[config.mk]
export PLATFORM = sky130hd
export DESIGN_NAME = line_walk_dark_run_counter_top
export DESIGN_NICKNAME = d
export VERILOG_FILES = /design/src/design/lwdrc_pkg.sv /design/src/design/line_walk_dark_run_counter_top.sv /design/src/design/lwdrc_in_stage.sv /design/src/design/lwdrc_walker.sv /design/src/design/lwdrc_out_stage.sv
export SDC_FILE = /design/constraint.sdc
export NUM_CORES = 1
export LEC_CHECK = 0
export ABC_AREA = 1
export CORE_AREA = 8 8 217 219
export CTS_CLUSTER_SIZE = 24
export DETAILED_ROUTE_END_ITERATION = 10
export DIE_AREA = 0 0 225 227
export DONT_BUFFER_PORTS = 1
export HOLD_SLACK_MARGIN = 0.1
export PLACE_DENSITY = 0.46
export REMOVE_ABC_BUFFERS = 1
export SYNTH_ARGS = -nofsm -noshare
export SYNTH_HDL_FRONTEND = slang
export SYNTH_SLANG_ARGS = --single-unit
[constraint.sdc]
create_clock -name clk -period 4.9 [get_ports clk]
set_input_delay 0.49 -clock clk [delete_from_list [all_inputs] [get_ports clk]]
set_output_delay 0.49 -clock clk [all_outputs]
set_load 0.1 [all_outputs]
[src/design/lwdrc_pkg.sv]
// ----------------------------------------------------------------------------
// Line walker package
// Shared constants, request and result types for the line walker with its
// dark-run counter.
// ----------------------------------------------------------------------------
package lwdrc_pkg;

    // Coordinate, count, gray-level and error widths.
    localparam int COORD_BITS = 12;
    localparam int COUNT_BITS = 12;
    localparam int GRAY_BITS  = 8;
    localparam int ERR_BITS   = COORD_BITS + 3;

    // Request type codes.
    localparam logic REQ_START  = 1'b0;
    localparam logic REQ_SAMPLE = 1'b1;

    // Saturation value of the dark-run counter.
    localparam logic [COUNT_BITS-1:0] RUN_MAX = {COUNT_BITS{1'b1}};

    typedef logic [COORD_BITS-1:0]        coord_t;
    typedef logic [COUNT_BITS-1:0]        count_t;
    typedef logic signed [ERR_BITS-1:0]   err_t;

    // One request as it arrives on the input channel.
    typedef struct packed {
        logic                 req_type;
        logic [11:0]          end_a_x;
        logic [11:0]          end_a_y;
        logic [11:0]          end_b_x;
        logic [11:0]          end_b_y;
        logic [GRAY_BITS-1:0] pixel_gray;
    } lwdrc_req_t;

    // One result as it leaves on the output channel.
    typedef struct packed {
        logic [11:0] point_x;
        logic [11:0] point_y;
        logic [11:0] dark_runs;
        logic        line_done;
    } lwdrc_rsp_t;

    // Contents of the input register handed to the walker.
    typedef struct packed {
        logic       valid;
        lwdrc_req_t req;
    } lwdrc_stage_t;

endpackage

[src/design/line_walk_dark_run_counter_top.sv]
// ----------------------------------------------------------------------------
// Line walker with dark-run counter
// Walks a Bresenham line point by point and counts the runs of zero gray
// level met along it.
// ----------------------------------------------------------------------------
// Usage: a start request (req_type 0) carries two endpoints and is answered
// with the first point of the line. Each sample request (req_type 1) carries
// the gray level of the point last given and is answered with the next point,
// or, after the last point, with line_done set, zero coordinates and the final
// dark-run count. A sample with no line in progress answers done with the
// count unchanged; a start during a line drops the old one.
// Both channels use valid/ready. A request taken at one clock edge sits in
// the input register; its result is registered at the next edge where the
// result register is free, and rsp_valid rises from the result register;
// throughput is one request per cycle while rsp_ready holds, set by the
// single-pass walk update between the two registers. When the receiver stalls,
// the result register holds and the input register fills, after which
// req_ready drops until rsp_ready returns.
// Reset empties both registers and clears the walk state; no line is active.
// ----------------------------------------------------------------------------
module line_walk_dark_run_counter_top (
    input  logic                  clk,
    input  logic                  rst_n,
    input  logic                  req_valid,
    output logic                  req_ready,
    input  lwdrc_pkg::lwdrc_req_t req_data,
    output logic                  rsp_valid,
    input  logic                  rsp_ready,
    output lwdrc_pkg::lwdrc_rsp_t rsp_data
);
    import lwdrc_pkg::*;

    lwdrc_stage_t stage;
    lwdrc_rsp_t   result;
    logic         advance;

    // Input register.
    lwdrc_in_stage u_in_stage (
        .clk       (clk),
        .rst_n     (rst_n),
        .req_valid (req_valid),
        .req_ready (req_ready),
        .req_data  (req_data),
        .advance   (advance),
        .stage     (stage)
    );

    // Walk state and result logic.
    lwdrc_walker u_walker (
        .clk     (clk),
        .rst_n   (rst_n),
        .stage   (stage),
        .advance (advance),
        .rsp     (result)
    );

    // Result register.
    lwdrc_out_stage u_out_stage (
        .clk       (clk),
        .rst_n     (rst_n),
        .in_full   (stage.valid),
        .result    (result),
        .advance   (advance),
        .rsp_valid (rsp_valid),
        .rsp_ready (rsp_ready),
        .rsp_data  (rsp_data)
    );

    // A finished line reports zero coordinates.
    a_done_zero_point: assert property (@(posedge clk) disable iff (!rst_n)
        rsp_valid && rsp_data.line_done |-> (rsp_data.point_x == '0) && (rsp_data.point_y == '0))
        else $error("done result carries a nonzero point");

    // With both registers full and the receiver stalled, no request is taken.
    a_full_blocks: assert property (@(posedge clk) disable iff (!rst_n)
        stage.valid && rsp_valid && !rsp_ready |-> !req_ready)
        else $error("request taken while both stages are full");

    // A start result always carries a zero count.
    a_start_zero_count: assert property (@(posedge clk) disable iff (!rst_n)
        advance && (stage.req.req_type == REQ_START)
        |=> rsp_valid && (rsp_data.dark_runs == '0) && !rsp_data.line_done)
        else $error("start result carries a count or done flag");

endmodule

[src/design/lwdrc_in_stage.sv]
// ----------------------------------------------------------------------------
// Line walker input register
// Captures one request per cycle while it has room and holds it until the walker consumes it.
// ----------------------------------------------------------------------------
module lwdrc_in_stage (
    input  logic                   clk,
    input  logic                   rst_n,
    input  logic                   req_valid,
    output logic                   req_ready,
    input  lwdrc_pkg::lwdrc_req_t  req_data,
    input  logic                   advance,
    output lwdrc_pkg::lwdrc_stage_t stage
);
    import lwdrc_pkg::*;

    logic       valid_reg;
    logic       valid_next;
    lwdrc_req_t req_reg;

    // The register can take a new request when empty or when its item moves on.
    assign req_ready  = !valid_reg || advance;
    assign valid_next = req_valid || (valid_reg && !advance);

    // Control bit.
    always_ff @(posedge clk or negedge rst_n)
    begin
        if (!rst_n)
        begin
            valid_reg <= 1'b0;
        end
        else
        begin
            valid_reg <= valid_next;
        end
    end

    // Payload, loaded on every accepted request.
    always_ff @(posedge clk)
    begin
        if (req_valid && req_ready)
        begin
            req_reg <= req_data;
        end
    end

    assign stage.valid = valid_reg;
    assign stage.req   = req_reg;

endmodule

[src/design/lwdrc_walker.sv]
// ----------------------------------------------------------------------------
// Line walker core
// Holds the Bresenham walk state and the dark-run counter, and forms the
// result for the request in the input register in a single pass.
// ----------------------------------------------------------------------------
module lwdrc_walker (
    input  logic                    clk,
    input  logic                    rst_n,
    input  lwdrc_pkg::lwdrc_stage_t stage,
    input  logic                    advance,
    output lwdrc_pkg::lwdrc_rsp_t   rsp
);
    import lwdrc_pkg::*;

    coord_t cur_x_reg, cur_x_next;
    coord_t cur_y_reg, cur_y_next;
    coord_t major_end_reg, major_end_next;
    coord_t abs_dx_reg, abs_dx_next;
    coord_t abs_dy_reg, abs_dy_next;
    err_t   err_term_reg, err_term_next;
    logic   major_is_x_reg, major_is_x_next;
    logic   minor_up_reg, minor_up_next;
    logic   last_was_dark_reg, last_was_dark_next;
    count_t run_count_reg, run_count_next;
    logic   line_active_reg, line_active_next;

    // Next state and result for the request being consumed.
    always_comb
    begin
        logic signed [COORD_BITS:0] dx;
        logic signed [COORD_BITS:0] dy;
        logic signed [COORD_BITS:0] mag_x;
        logic signed [COORD_BITS:0] mag_y;
        coord_t adx;
        coord_t ady;
        coord_t ax;
        coord_t ay;
        coord_t bx;
        coord_t by;
        coord_t major;
        err_t   twice_dx;
        err_t   twice_dy;
        logic   dark;
        logic   from_a;

        cur_x_next         = cur_x_reg;
        cur_y_next         = cur_y_reg;
        major_end_next     = major_end_reg;
        abs_dx_next        = abs_dx_reg;
        abs_dy_next        = abs_dy_reg;
        err_term_next      = err_term_reg;
        major_is_x_next    = major_is_x_reg;
        minor_up_next      = minor_up_reg;
        last_was_dark_next = last_was_dark_reg;
        run_count_next     = run_count_reg;
        line_active_next   = line_active_reg;
        rsp                = '0;

        ax = stage.req.end_a_x;
        ay = stage.req.end_a_y;
        bx = stage.req.end_b_x;
        by = stage.req.end_b_y;

        // Endpoint differences and magnitudes.
        dx    = $signed({1'b0, bx}) - $signed({1'b0, ax});
        dy    = $signed({1'b0, by}) - $signed({1'b0, ay});
        mag_x = dx[COORD_BITS] ? -dx : dx;
        mag_y = dy[COORD_BITS] ? -dy : dy;
        adx   = mag_x[COORD_BITS-1:0];
        ady   = mag_y[COORD_BITS-1:0];

        // Doubled step sizes of the stored line.
        twice_dx = $signed({2'b00, abs_dx_reg, 1'b0});
        twice_dy = $signed({2'b00, abs_dy_reg, 1'b0});

        dark  = (stage.req.pixel_gray == '0);
        major = major_is_x_reg ? cur_x_reg : cur_y_reg;
        from_a = 1'b0;

        if (stage.req.req_type == REQ_START)
        begin
            // Set up a new walk from the lower end of the major axis.
            abs_dx_next     = adx;
            abs_dy_next     = ady;
            minor_up_next   = ((dx != '0) && !dx[COORD_BITS] && (dy != '0) && !dy[COORD_BITS])
                              || (dx[COORD_BITS] && dy[COORD_BITS]);
            major_is_x_next = (ady <= adx);
            if (ady <= adx)
            begin
                from_a         = !dx[COORD_BITS];
                major_end_next = from_a ? bx : ax;
                err_term_next  = $signed({2'b00, ady, 1'b0}) - $signed({3'b000, adx});
            end
            else
            begin
                from_a         = !dy[COORD_BITS];
                major_end_next = from_a ? by : ay;
                err_term_next  = $signed({2'b00, adx, 1'b0}) - $signed({3'b000, ady});
            end
            cur_x_next         = from_a ? ax : bx;
            cur_y_next         = from_a ? ay : by;
            last_was_dark_next = 1'b0;
            run_count_next     = '0;
            line_active_next   = 1'b1;
            rsp.point_x        = cur_x_next;
            rsp.point_y        = cur_y_next;
        end
        else if (line_active_reg)
        begin
            // Count the entry into a dark run, then step or finish.
            if (dark && !last_was_dark_reg && (run_count_reg != RUN_MAX))
            begin
                run_count_next = run_count_reg + 1'b1;
            end
            last_was_dark_next = dark;

            if (major >= major_end_reg)
            begin
                line_active_next = 1'b0;
            end
            else if (major_is_x_reg)
            begin
                cur_x_next = cur_x_reg + 1'b1;
                if (err_term_reg[ERR_BITS-1])
                begin
                    err_term_next = err_term_reg + twice_dy;
                end
                else
                begin
                    cur_y_next    = minor_up_reg ? cur_y_reg + 1'b1 : cur_y_reg - 1'b1;
                    err_term_next = err_term_reg + (twice_dy - twice_dx);
                end
            end
            else
            begin
                cur_y_next = cur_y_reg + 1'b1;
                if (err_term_reg[ERR_BITS-1] || (err_term_reg == '0))
                begin
                    err_term_next = err_term_reg + twice_dx;
                end
                else
                begin
                    cur_x_next    = minor_up_reg ? cur_x_reg + 1'b1 : cur_x_reg - 1'b1;
                    err_term_next = err_term_reg + (twice_dx - twice_dy);
                end
            end

            rsp.dark_runs = run_count_next;
            if (line_active_next)
            begin
                rsp.point_x = cur_x_next;
                rsp.point_y = cur_y_next;
            end
            else
            begin
                rsp.line_done = 1'b1;
            end
        end
        else
        begin
            // No line in progress: report done with the count as it stands.
            rsp.dark_runs = run_count_reg;
            rsp.line_done = 1'b1;
        end
    end

    // Walk state, updated when the request moves to the result register.
    always_ff @(posedge clk or negedge rst_n)
    begin
        if (!rst_n)
        begin
            cur_x_reg         <= '0;
            cur_y_reg         <= '0;
            major_end_reg     <= '0;
            abs_dx_reg        <= '0;
            abs_dy_reg        <= '0;
            err_term_reg      <= '0;
            major_is_x_reg    <= 1'b0;
            minor_up_reg      <= 1'b0;
            last_was_dark_reg <= 1'b0;
            run_count_reg     <= '0;
            line_active_reg   <= 1'b0;
        end
        else if (advance)
        begin
            cur_x_reg         <= cur_x_next;
            cur_y_reg         <= cur_y_next;
            major_end_reg     <= major_end_next;
            abs_dx_reg        <= abs_dx_next;
            abs_dy_reg        <= abs_dy_next;
            err_term_reg      <= err_term_next;
            major_is_x_reg    <= major_is_x_next;
            minor_up_reg      <= minor_up_next;
            last_was_dark_reg <= last_was_dark_next;
            run_count_reg     <= run_count_next;
            line_active_reg   <= line_active_next;
        end
    end

    // A sample with no line in progress leaves the count alone.
    a_idle_sample_keeps_count: assert property (@(posedge clk) disable iff (!rst_n)
        advance && !line_active_reg && (stage.req.req_type == REQ_SAMPLE)
        |=> run_count_reg == $past(run_count_reg))
        else $error("dark-run count changed on a sample with no active line");

    // On a sample the count holds or grows by one; it only clears on a start.
    a_count_steps: assert property (@(posedge clk) disable iff (!rst_n)
        advance && (stage.req.req_type == REQ_SAMPLE)
        |=> (run_count_reg == $past(run_count_reg))
            || (run_count_reg == $past(run_count_reg) + 1'b1))
        else $error("dark-run count moved by more than one on a sample");

    // State only moves when a request is consumed.
    a_state_holds: assert property (@(posedge clk) disable iff (!rst_n)
        !advance |=> $stable(cur_x_reg) && $stable(cur_y_reg) && $stable(line_active_reg))
        else $error("walk state changed without a request");

endmodule

[src/design/lwdrc_out_stage.sv]
// ----------------------------------------------------------------------------
// Line walker result register
// Holds one result until the receiver takes it and decides when the input
// register may hand over its request.
// ----------------------------------------------------------------------------
module lwdrc_out_stage (
    input  logic                  clk,
    input  logic                  rst_n,
    input  logic                  in_full,
    input  lwdrc_pkg::lwdrc_rsp_t result,
    output logic                  advance,
    output logic                  rsp_valid,
    input  logic                  rsp_ready,
    output lwdrc_pkg::lwdrc_rsp_t rsp_data
);
    import lwdrc_pkg::*;

    logic       valid_reg;
    logic       valid_next;
    lwdrc_rsp_t data_reg;

    // A request moves on when the result register is empty or being emptied.
    assign advance    = in_full && (!valid_reg || rsp_ready);
    assign valid_next = advance || (valid_reg && !rsp_ready);

    // Control bit.
    always_ff @(posedge clk or negedge rst_n)
    begin
        if (!rst_n)
        begin
            valid_reg <= 1'b0;
        end
        else
        begin
            valid_reg <= valid_next;
        end
    end

    // Result payload.
    always_ff @(posedge clk)
    begin
        if (advance)
        begin
            data_reg <= result;
        end
    end

    assign rsp_valid = valid_reg;
    assign rsp_data  = data_reg;

endmodule
; ---- Yosys cells after proc, flatten, opt, wreduce, memory -nomap -nowiden
; Cells that the tools add are included.
[op_classes]
eq_ne = 3
n_addsub = 17
div_mod_pow = 0
bitwise = 1
order_cmp = 2
mux = 44
n_mul = 0
shift = 0
n_reduce_logical = 30
[ops]
columns = operator, n
row1 = $mux W12, 23
row2 = $mux W15, 7
row3 = $mux W24, 3
row4 = $add A12 B1 Y12 const B, 3
row5 = $add A15 B14 Y15, 2
row6 = $add A15 B15 Y15, 2
row7 = $sub A13 B12 Y14, 2
row8 = $sub A13 B13 Y14, 2
row9 = $reduce_bool A13 Y1, 2
row10 = $sub A12 B12 Y13, 2
row11 = $neg A12 Y12, 2
row12 = $sub A12 B1 Y12 const B, 2
row13 = $logic_not A15 Y1, 1
row14 = $mux W13, 1
row15 = $ge A12 B12 Y1, 1
row16 = $le A12 B12 Y1, 1
row17 = $ne A12 B12 Y1 const B, 1
row18 = $logic_and A1 B1 Y1, 10
row19 = $mux W1, 10
row20 = $logic_not A8 Y1, 1
row21 = $logic_not A1 Y1, 7
row22 = $logic_or A1 B1 Y1, 6
row23 = $reduce_and A2 Y1, 2
row24 = $reduce_and A3 Y1, 1
row25 = 3 further kinds, 3
[totals]
register_bits = 187
inputBits = 61
output_inout_bits = 39
mem_bits_ro = 0
ram_bits = 0
latch_bits = 0
n_memories = 0
elab_cells = 120

; ---- Depth between registers and ports, before layout
; Gate-level depths: netlist of run 1.
[logic_depth]
ltp_word = 8
depth_mapped = 34
mapped_depth_nobuf = 33

; ---- Cells and area by module
; A second synthesis of run 1 with hierarchy kept.
[hier_totals]
hier_cells = 2023
hier_area_um2 = 15150.8
[by_module_without_submodules]
columns = mod, seq_area_each_um2, cells_each, area_per_inst_um2, instances
row1 = lwdrc_walker, 2277.2, 1916, 12226.7, 1
row2 = lwdrc_in_stage, 1736.7, 64, 1764.2, 1
row3 = lwdrc_out_stage, 1136.1, 43, 1159.9, 1

; ---- Worst setup path before layout of run 1
; No wires, ideal clock.
[synth_path]
path_type = reg-to-reg
start = register u_in_stage.req_reg, in the netlist u_in_stage.stage[20]
end = register u_out_stage.data_reg, in the netlist u_out_stage.rsp_data[28] (data pin)
setup_time_ns = 0.265
path_stages_with_launch = 32
required_ns = 4.635
path_slack_ns = 0.770
t_arrival_ns = 3.865
path_buffers = 2
cell_sequence = edfxtp_1 -> inv_1 -> ha_1 -> fa_1 -> inv_1 -> nand3_1 -> nand2_1 -> nand3_1 -> nand3_1 -> clkbuf_1 -> o21ai_0 -> ha_1 -> inv_1 -> nor2_1 -> nor2_1 -> o21ai_0 -> a21oi_1 -> o21ai_0 -> o21ai_0 -> nand3_1 -> nand2_1 -> nand2_1 -> nand2_1 -> nand2_2 -> nand2_4 -> nand2_4 -> nand2_4 -> buf_8 -> nand3_1 -> nand2_1 -> nand2_1 -> o21ai_1
[synth_lines]
columns = item, line_no
row1 = "start, declared", lwdrc_in_stage.sv:18  ; lwdrc_req_t req_reg;
row2 = "start signal, assigned", lwdrc_in_stage.sv:42  ; req_reg <= req_data;
row3 = "end signal, assigned", lwdrc_out_stage.sv:44  ; data_reg <= result;
row4 = "end, declared", lwdrc_out_stage.sv:20  ; lwdrc_rsp_t data_reg;

==> metrics.txt, run 1 <==
run status finished, final reports clean; Most common cell on crit path o21ai_0; Mean Syn Cell Area 7.39 um^2; antenna violations before repair 1; Slew headroom 27.4%; Slew Limit Fails 0; HPWL after DPL between 30000 and 40000 um; Max Cap Viol 0; critical path arrival 4.87 ns; Crit. End Element flop; DP Worst Slack -0.0262 ns; dpl cells between 2000 and 3000; Post-synth EDFFs 94; Post-Synth XOR/XNOR Area 4.55%; I/O pin cnt 100; Reg clk slew, reported paths 0.08 ns; H-tree Lvls 4; GPL Wtd Cong 0.875; slowest CP cell edfxtp_1; Layout Cells excl Fill 2704; mux share of post-synthesis cell area 0%; DIE AREA 51100 um^2; drt wl/cell 19.0 um; Remaining DRCs 0; largest family of logic cells by synthesized area simple AND/OR/NAND/NOR gates; via count about 14000; hold crit path type input pin to flop; Netlist cell types 58; area share of fa/ha/maj cells after synthesis under 10%; GRT overflow 0; type of the worst setup path flop to flop; CP max FO 11; Worst Tran Pin Value ~1.1 ns; Final period util 93.6%; clock period minus worst slack 4.58 ns; sequential fraction of the synthesis area between 30% and 40%; I/O Buffers 0; #FFs+latches synth ~190; Die W 225 um; Setup WS post-layout 0.316 ns; global-route wire length before repair 78300 um; First DRT Iteration DRCs approximately 1200; pwr dens 670 nW/um^2; Post-Route WL 51300 um; Clock Skews 0.0189 ns; worst path buffer plus inverter count 4; worst path required time 5.19 ns; Final ANT Viol Nets 0; row cnt 77; Total GRT Usage 19.9%; cell taking the most area after synthesis edfxtp_1; Synth Area in Simple Gates 22.9%; CTS Sinks about 190; cell family contributing the most delay on the critical path simple AND/OR/NAND/NOR gates; drt first pass iters 5; CTS tree done; Hold Fails Final Rpt 0; clock buffer depth 2; Primary FF master, synth edfxtp_1; count of filler cells inserted in the layout 4497; NumNets Final 2274; top cell type's share of synthesized area 18.8%; leakage power slightly above 8 nW; total power between 10 and 15 mW; Via density 5.18; Largest register FFs 57; vias in the first global route 13300; Synth Area in Compound Gates 18.4%; number of antenna cells inserted 0; Syn Inst Count roughly 2000; share of cells above drive strength 1 7.91%; Synth Warn # 0; Post-synth ARST share 49.7%; die height 227 um; Initial Util between 30% and 40%; largest vdd supply drop 0.280 mV; cts bufs inserted 17; Area contributors post-synth edfxtp_1 19%, dfrtp_1 15%, nand2_1 11%, ha_1 8.9%, inv_1 7.1%; fmax 0.218 GHz; Hold WS 0.188 ns; clk root buf clkbuf_16; final core utilization a little under 40%; final setup fails 0; largest net degree at the start of global routing 94; Worst setup SP type flop; worst-skew pair later-pin latency 0.49 ns; mapped cell area 15000 um^2; Core Region 43600 um^2; Synth-to-Final Area Change 15.2%; largest stage delay on the critical path 0.42 ns
## area by class of cell
class	instances	area (um^2)	share of cell area, %
Clock buffer	20	447	2.58
Clock inverter	12	128	0.738
Inverter	299	1120	6.49
Multi-Input combinational cell	1469	8570	49.5
Sequential cell	187	5150	29.8
Tap cell	592	741	4.28
Timing Repair Buffer	125	1140	6.59
## cells in the mapped netlist (all sizes together) (11+ instances only)
cell / n
nand3: 171
xor2: 68
edfxtp: 94
nor3: 24
o211ai: 32
a21boi: 22
a21oi: 149
clkbuf: 58
dfrtp: 93
buf: 24
nand4: 11
ha: 107
o22ai: 18
nand2: 462
inv: 294
nor2: 102
o21ai: 190
## through the flow
step,TNS [ns],area [um^2]
2_1_floorplan,0,14600
3_3_place_gp,0,15800
3_5_place_dp,-0.0283,15800
4_1_cts,0,17000
5_1_grt,-0.00787,17300
6_report,0,17300
## cell usage in the layout (no fill, tap or decap), types with 10 or more instances in the layout
master	netlist	final
nand2_1	447	447
inv_1	286	282
o21ai_0	171	165
nand3_1	164	162
a21oi_1	148	145
ha_1	107	105
nor2_1	98	95
edfxtp_1	94	94
dfrtp_1	93	93
xor2_1	68	65
buf_4	2	62
dlygate4sd3_1	0	59
o211ai_1	32	32
nor3_1	23	23
o21ai_1	19	23
o22ai_1	18	18
clkbuf_16	0	18
a21boi_1	15	15
nand4_1	11	11
inv_2	8	11
nand2_2	11	11
a31oi_1	10	10
xnor2_1	10	10
## path summary, 6_finish.rpt
path / from / endpoint / slack [ns] / depth (start not counted)
worst max register to register: u_in_stage.stage[41] / u_out_stage.rsp_data[23] / 0.32 / 26
worst min-delay path: rsp_ready / u_out_stage.rsp_valid / 0.19 / 3
max in group asynchronous: rst_n / u_walker.run_count_reg[0] / 3.86 / 2
worst min register to register: u_in_stage.valid_reg / u_out_stage.rsp_valid / 0.49 / 2
min in group asynchronous: rst_n / u_walker.abs_dx_reg[3] / 0.59 / 2
worst max-delay path: u_in_stage.stage[41] / u_out_stage.rsp_data[23] / 0.32 / 26
## power breakdown
group / internal, mW / total, mW / leakage (nW) / switching (mW)
combinational: 2.53 / 7.10 / 5.73 / 4.57
sequential: 2.10 / 3.08 / 2.04 / 0.985
clock: 0.687 / 1.40 / 0.273 / 0.710
## worst min-delay path, stage by stage
cell and delay (ns):
inv_1 0.03, nand2_1 0.07, nand2_1 0.05
## routing by layer
layer	share of wire, %	track usage (%)	wire length [um]	vias to the layer above
met3	5.3	3.88	2740	46
li1	-	-	-	6967
met2	45	30.6	22900	355
met1	48	28.0	24800	6642
met5	0	0	0	-
met4	1.7	5.49	893	0
## timing repair
action                                  in CTS  in global routing
gates resized for setup                      2                 29
pin swaps                                    0                  9
endpoints found under the hold margin      151                  0
buffers inserted                             0                  6
endpoints found under the setup margin       4                 75
hold buffers                                60                  0
cloned                                       0                  6
## cell families (layout without fill, tap and decap cells)
kind of cell             count (synthesis)  after routing
AO/OA/AOI/OAI                          476            476
flip-flops                             187            187
buffers and inverters                  381            456
AND/OR/NAND/NOR                        796            801
adder cells (fa/ha/maj)                114            114
XOR/XNOR                                78             78
Note: power is estimated with default switching activity, not from simulation.
==> inputs of run 2 (changes only) <==
Clock period 4.9 ns to 5.5 ns, I/O delays scaled along.
==> metrics.txt, run 2 (synthesized netlist as in run 1, its figures left out) <==
Total GRT Usage 19.5% (-0.40 points); global-route wire length before repair 76400 um (-2.4%); cts bufs inserted 17 (unchanged); final core utilization 37.5% (-2.1 points); Worst Tran Pin Value 1.08 ns (-0.0129 ns); DIE AREA 51100 um^2 (unchanged); Slew headroom 28.0% (+0.63 points); I/O pin cnt 100 (unchanged); worst path required time 5.72 ns (+0.53 ns); Final ANT Viol Nets 0 (unchanged); clock buffer depth 2 (unchanged); Max Cap Viol 0 (unchanged); die height 227 um (unchanged); vias in the first global route 13100 (-1.5%); CP max FO 25 (+14); worst-skew pair later-pin latency 0.50 ns (about the same); GPL Wtd Cong 0.887 (+1.4%); CTS tree done; Initial Util 34.4% (unchanged); number of antenna cells inserted 0 (unchanged); Final period util 92.2% (-1.4 points); Clock Skews 0.0224 ns (+0.00349 ns); Largest register FFs 57 (unchanged); antenna violations before repair 1 (unchanged); critical path arrival 5.29 ns (+0.42 ns); most common cell after layout, fill and taps aside nand2_1; clock period minus worst slack 5.07 ns (+0.485 ns); I/O Buffers 0 (unchanged); drt first pass iters 6 (+1); First DRT Iteration DRCs 971 (-21%); Reg clk slew, reported paths 0.08 ns (about the same); RSZ-0062 raised after global routing no; Slew Limit Fails 0 (unchanged); leakage power 7.63 nW (-5.2%); count of filler cells inserted in the layout 4550 (+1.2%); Most common cell on crit path nand2_1; share of cells above drive strength 1 5.74% (-2.2 points); type of the worst setup path flop to flop; setup_tns 0 ns (unchanged); Remaining DRCs 0 (unchanged); via count 13600 (-2.6%); HPWL after DPL 37600 um (-2.6%); Core Region 43600 um^2 (unchanged); GRT overflow 0 (unchanged); Die W 225 um (unchanged); H-tree Lvls 4 (unchanged); NumNets Final 2183 (-4.0%); slowest CP cell edfxtp_1; Crit. End Element flop; final setup fails 0 (unchanged); row cnt 77 (unchanged); Hold Fails Final Rpt 0 (unchanged); Via density 5.22 (+0.80%); clk root buf clkbuf_16; largest net degree at the start of global routing 94 (unchanged); pwr dens 611 nW/um^2 (-8.8%); largest stage delay on the critical path 0.41 ns (about the same); run status finished, final reports clean; fmax 0.197 GHz (-9.6%); largest vdd supply drop 0.292 mV (+4.3%); Synth-to-Final Area Change 9.12%; Post-Route WL 49600 um (-3.4%); Worst setup SP type flop; CTS Sinks 187 (unchanged); hold crit path type input pin to flop; commonest cells after routing, fill and taps aside 447 x nand2_1, 283 x inv_1, 170 x o21ai_0; drt wl/cell 19.0 um (about the same)
## run 2: cell count changes in the layout (fill, tap and decap cells not counted), moves of 3 or more
cell / previous run / this run
dlygate4sd3_1: 59 / 9
buf_4: 62 / 29
inv_6: 5 / 0
o21ai_0: 165 / 170
o21ai_1: 23 / 19
a21oi_1: 145 / 148
a21oi_2: 4 / 1
inv_8: 1 / 4
nand2_8: 5 / 2
nand3_2: 8 / 5
## run 2: critical path: cells and delay by family (launching register included)
kind / cells / cell delay (ns)
AOI/OAI and AO/OA: 6 / 0.80
buffers and inverters: 3 / 0.34
xor gates and xnor gates: 1 / 0.35
DFF: 1 / 0.41
adders and majority gates: 3 / 0.94
and+or+nand+nor: 16 / 1.95
## run 2: final cells by class
class / count / area [um^2] / share of cell area, %
multi-input combinational: 1464 / 8430 / 51.5
sequential: 187 / 5150 / 31.4
inverter: 299 / 1120 / 6.85
tap: 592 / 741 / 4.52
clock buffer: 18 / 450 / 2.75
timing repair buffer: 39 / 335 / 2.05
clock inverter: 14 / 153 / 0.932
## run 2: final timing paths
check	cells past startpoint	end	startpoint	slack (ns)
setup / recovery	29	u_out_stage.rsp_data[31]	u_in_stage.stage[32]	0.43
hold / removal	0	u_in_stage.stage[25]	req_data[25]	0.15
setup reg to reg	29	u_out_stage.rsp_data[31]	u_in_stage.stage[32]	0.43
hold reg to reg	2	u_out_stage.rsp_valid	u_in_stage.valid_reg	0.49
max in group asynchronous	2	u_walker.cur_x_reg[1]	rst_n	4.35
min in group asynchronous	2	u_walker.abs_dx_reg[4]	rst_n	0.61
## run 2: timing repair
action | 4_1_cts | 5_1_grt
setup endpoints to repair | 0 | 44
buffers inserted | 0 | 1
hold buffers | 6 | 4
hold endpoints to repair | 97 | 4
resized for setup | 0 | 9
## run 2: metrics by stage
stage                     instances  power (mW)  area [um^2]  setup WS [ns]  hold WS, ns
after floorplan                1950        6.81        14600          0.800        0.254
after CTS                      2608        10.0        16300          0.243        0.100
after global placement         2570        8.58        15600          0.320        0.258
after detailed placement       2570        8.63        15600          0.253        0.258
after global routing           2613        10.9        16400         0.0183        0.103
final                          2613        10.0        16400          0.431        0.145
## run 2: per-layer routing
layer | part of all wire, % | track usage [%] | up-vias
met5 | 0.024 | 0 | -
met1 | 49 | 26.7 | 6479
met3 | 5.1 | 4.60 | 43
met4 | 1.6 | 4.87 | 2
met2 | 45 | 30.6 | 349
li1 | - | - | 6774
## run 2: power by group
group / internal (mW) / leakage [nW] / total (mW) / switching, mW
clock: 0.633 / 0.287 / 1.30 / 0.666
combinational: 2.05 / 5.30 / 5.99 / 3.93
sequential: 1.87 / 2.04 / 2.72 / 0.856
total: 4.55 / 7.63 / 10.0 / 5.46
==> inputs of run 3 (changes only) <==
Settings changed: BUFFER_PORTS_ARGS from default to -buffer_cell sky130_fd_sc_hd__buf_2, CORE_AREA 8 8 217 219 to 2 2 212 214, DIE_AREA 0 0 225 227 to 0 0 214 216, DONT_BUFFER_PORTS 1 to default, PLACE_DENSITY 0.46 to 0.48, SYNTH_HIERARCHICAL from default to 1.
==> metrics.txt, run 3 <==
run status finished, final reports clean; vias in the first global route 13600 (+3.9%); Layout Cells excl Fill 2696 (+3.2%); R2R setup slack 0.46 ns (+0.03 ns); Netlist cell types 57 (-1.7%); I/O pin cnt 100 (unchanged); Synth-to-Final Area Change 11.6%; Total GRT Usage 22.2% (+2.7 points); drt wl/cell 18.7 um (-1.3%); leading cell types by count after synthesis 449 x nand2_1, 269 x inv_1, 154 x a21oi_1, 130 x o21ai_0, 129 x nor2_1; sequential fraction of the synthesis area 34.0% (-0.31 points); Initial Util 34.6% (+0.16 points); clk root buf clkbuf_16; r2r endpoint u_out_stage/rsp_data[27]; global-route wire length before repair 78800 um (+3.1%); Max Cap Viol 0 (unchanged); largest family of logic cells by synthesized area simple AND/OR/NAND/NOR gates; Slew headroom 32.7% (+4.7 points); row cnt 77 (unchanged); clock period minus worst slack 5.04 ns (-0.0335 ns); area share of fa/ha/maj cells after synthesis 9.84% (about the same); RSZ-0062 raised after global routing no; most common cell after layout, fill and taps aside nand2_1; Hold Fails Final Rpt 0 (unchanged); worst path required time 5.70 ns (-0.02 ns); count leader, synth nand2_1; leakage power 7.97 nW (+4.5%); Hold WS 0.0913 ns (-0.0539 ns); top cell type's share of synthesized area 18.6% (-0.17 points); slowest CP cell fa_1; dpl cells 2664 (+3.7%); mapped cell area 15200 um^2 (+0.90%); NumNets Final 2267 (+3.8%); count of filler cells inserted in the layout 4654 (+2.3%); Final period util 91.6% (-0.61 points); fmax 0.199 GHz (+0.67%); Synth Area in Simple Gates 25.1% (+2.2 points); I/O Buffers 99 (+99); GRT overflow 0 (unchanged); setup_tns 0 ns (unchanged); First DRT Iteration DRCs 1090 (+12%); antenna violations before repair 2 (+1); Slew Limit Fails 0 (unchanged); Synth Warn # 6 (+6); Post-Synth XOR/XNOR Area 4.57% (+0.017 points); DIE AREA 46200 um^2 (-9.5%); drt first pass iters 5 (-1); die height 216 um (-4.8%); clock buffer depth 2 (unchanged); CP Launch Point u_in_stage/stage[8]; Largest register FFs 57 (unchanged); commonest cells after routing, fill and taps aside 449 x nand2_1, 269 x inv_1, 153 x a21oi_1; total power 10.5 mW (+4.9%); type of the worst setup path flop to flop; final core utilization 38.6% (+1.0 points); Primary FF master, synth edfxtp_1; Die W 214 um (-4.9%); critical path arrival 5.23 ns (-0.06 ns); via count 14000 (+2.8%); Area contributors post-synth edfxtp_1 19%, dfrtp_1 15%, nand2_1 11%, ha_1 8.9%, inv_1 6.7%; Final ANT Viol Nets 0 (unchanged); R2R cell count 29 (unchanged); cell family contributing the most delay on the critical path simple AND/OR/NAND/NOR gates; Post-synth ARST share 49.7% (unchanged); GPL Wtd Cong 0.887 (about the same); final setup fails 0 (unchanged); hold crit path type input pin to async pin; Syn Inst Count 2023 (-0.44%); Post-synth EDFFs 94 (unchanged); pwr dens 621 nW/um^2 (+1.6%); largest net degree at the start of global routing 58 (-38%); largest stage delay on the critical path 0.45 ns (+0.04 ns); Mean Syn Cell Area 7.49 um^2 (+1.3%); Remaining DRCs 0 (unchanged); Synth Area in Compound Gates 17.2% (-1.2 points); Most common cell on crit path nand2_1; cell taking the most area after synthesis edfxtp_1; CTS tree done; worst-skew pair later-pin latency 0.49 ns (about the same); Post-Route WL 50500 um (+1.9%); Reg clk slew, reported paths 0.08 ns (about the same); worst path buffer plus inverter count 5 (+2); Worst Tran Pin Value 1.01 ns (-0.0688 ns); DP Worst Slack 0.348 ns (+0.0957 ns); Via density 5.20 (-0.37%); #FFs+latches synth 187 (unchanged); mux share of post-synthesis cell area 0% (unchanged); Clock Skews 0.0252 ns (+0.00287 ns); CP max FO 25 (unchanged); FF-to-FF Start u_in_stage/stage[8]; Setup WS post-layout 0.465 ns (+0.0335 ns); Core Region 43800 um^2 (+0.44%); cts bufs inserted 17 (unchanged); number of antenna cells inserted 0 (unchanged); largest vdd supply drop 0.239 mV (-18%); Crit. End Element flop; fin area 16900 um^2 (+3.2%); CTS Sinks 187 (unchanged); HPWL after DPL 39100 um (+3.7%); Post-Place Cell Area 16300 um^2 (+4.3%); share of cells above drive strength 1 12.3% (+6.5 points); Worst setup SP type flop; H-tree Lvls 4 (unchanged)
run 3: cell count changes after synthesis, moves of 14 or more:
cell / delta
o21ai_1: +16
inv_1: -17
a21oi_2: +14
nor2_1: +31
nand3_1: -53
o21ai_0: -41
nand3_2: +16
nand3b_1: +22
run 3: cell type report:
cell class,count,area [um^2],area share [%]
Multi-Input combinational cell,1479,8630,51.1
Sequential cell,187,5150,30.5
Inverter,280,1050,6.22
Tap cell,592,741,4.38
Timing Repair Buffer,126,701,4.14
Clock buffer,20,458,2.71
Clock inverter,12,170,1.01
run 3: how the worst max path moves through the flow:
stage	endpoint	cells after the start	slack [ns]
6_report	u_out_stage/rsp_data[27]	29	0.46
5_1_grt	u_out_stage/rsp_data[32]	28	0.03
4_1_cts	u_out_stage/rsp_data[27]	27	0.30
3_5_place_dp	u_out_stage/rsp_data[27]	27	0.35
3_3_place_gp	u_out_stage/rsp_data[28]	27	0.41
2_1_floorplan	u_in_stage/stage[0]	3	0.03
run 3: kinds of logic (layout without fill, tap and decap cells):
logic type      after synthesis  after routing
simple gates                836            836
compound gates              449            449
buf+inv                     357            438
flops                       187            187
fa+ha+maj                   115            115
xor+xnor                     79             79
run 3: routing by layer:
metal / up-vias / share of wire, % / GRT usage, %
met5: - / 0 / 0
met3: 55 / 6.1 / 5.12
met2: 409 / 43 / 33.5
met4: 0 / 2.0 / 5.99
li1: 6938 / - / -
met1: 6627 / 49 / 31.7
run 3: report_power, final:
part,switching [mW],total (mW),internal [mW]
Combinational,4.64,6.83,2.20
Clock,0.608,1.36,0.756
Sequential,0.427,2.30,1.87
run 3: repair_timing:
| item | in CTS | in global routing |
|---|---|---|
| endpoints found under the hold margin | 0 | 0 |
| gates resized for setup | 0 | 3 |
| endpoints found under the setup margin | 0 | 31 |
| hold buffers | 0 | 0 |
| buffers inserted | 0 | 0 |
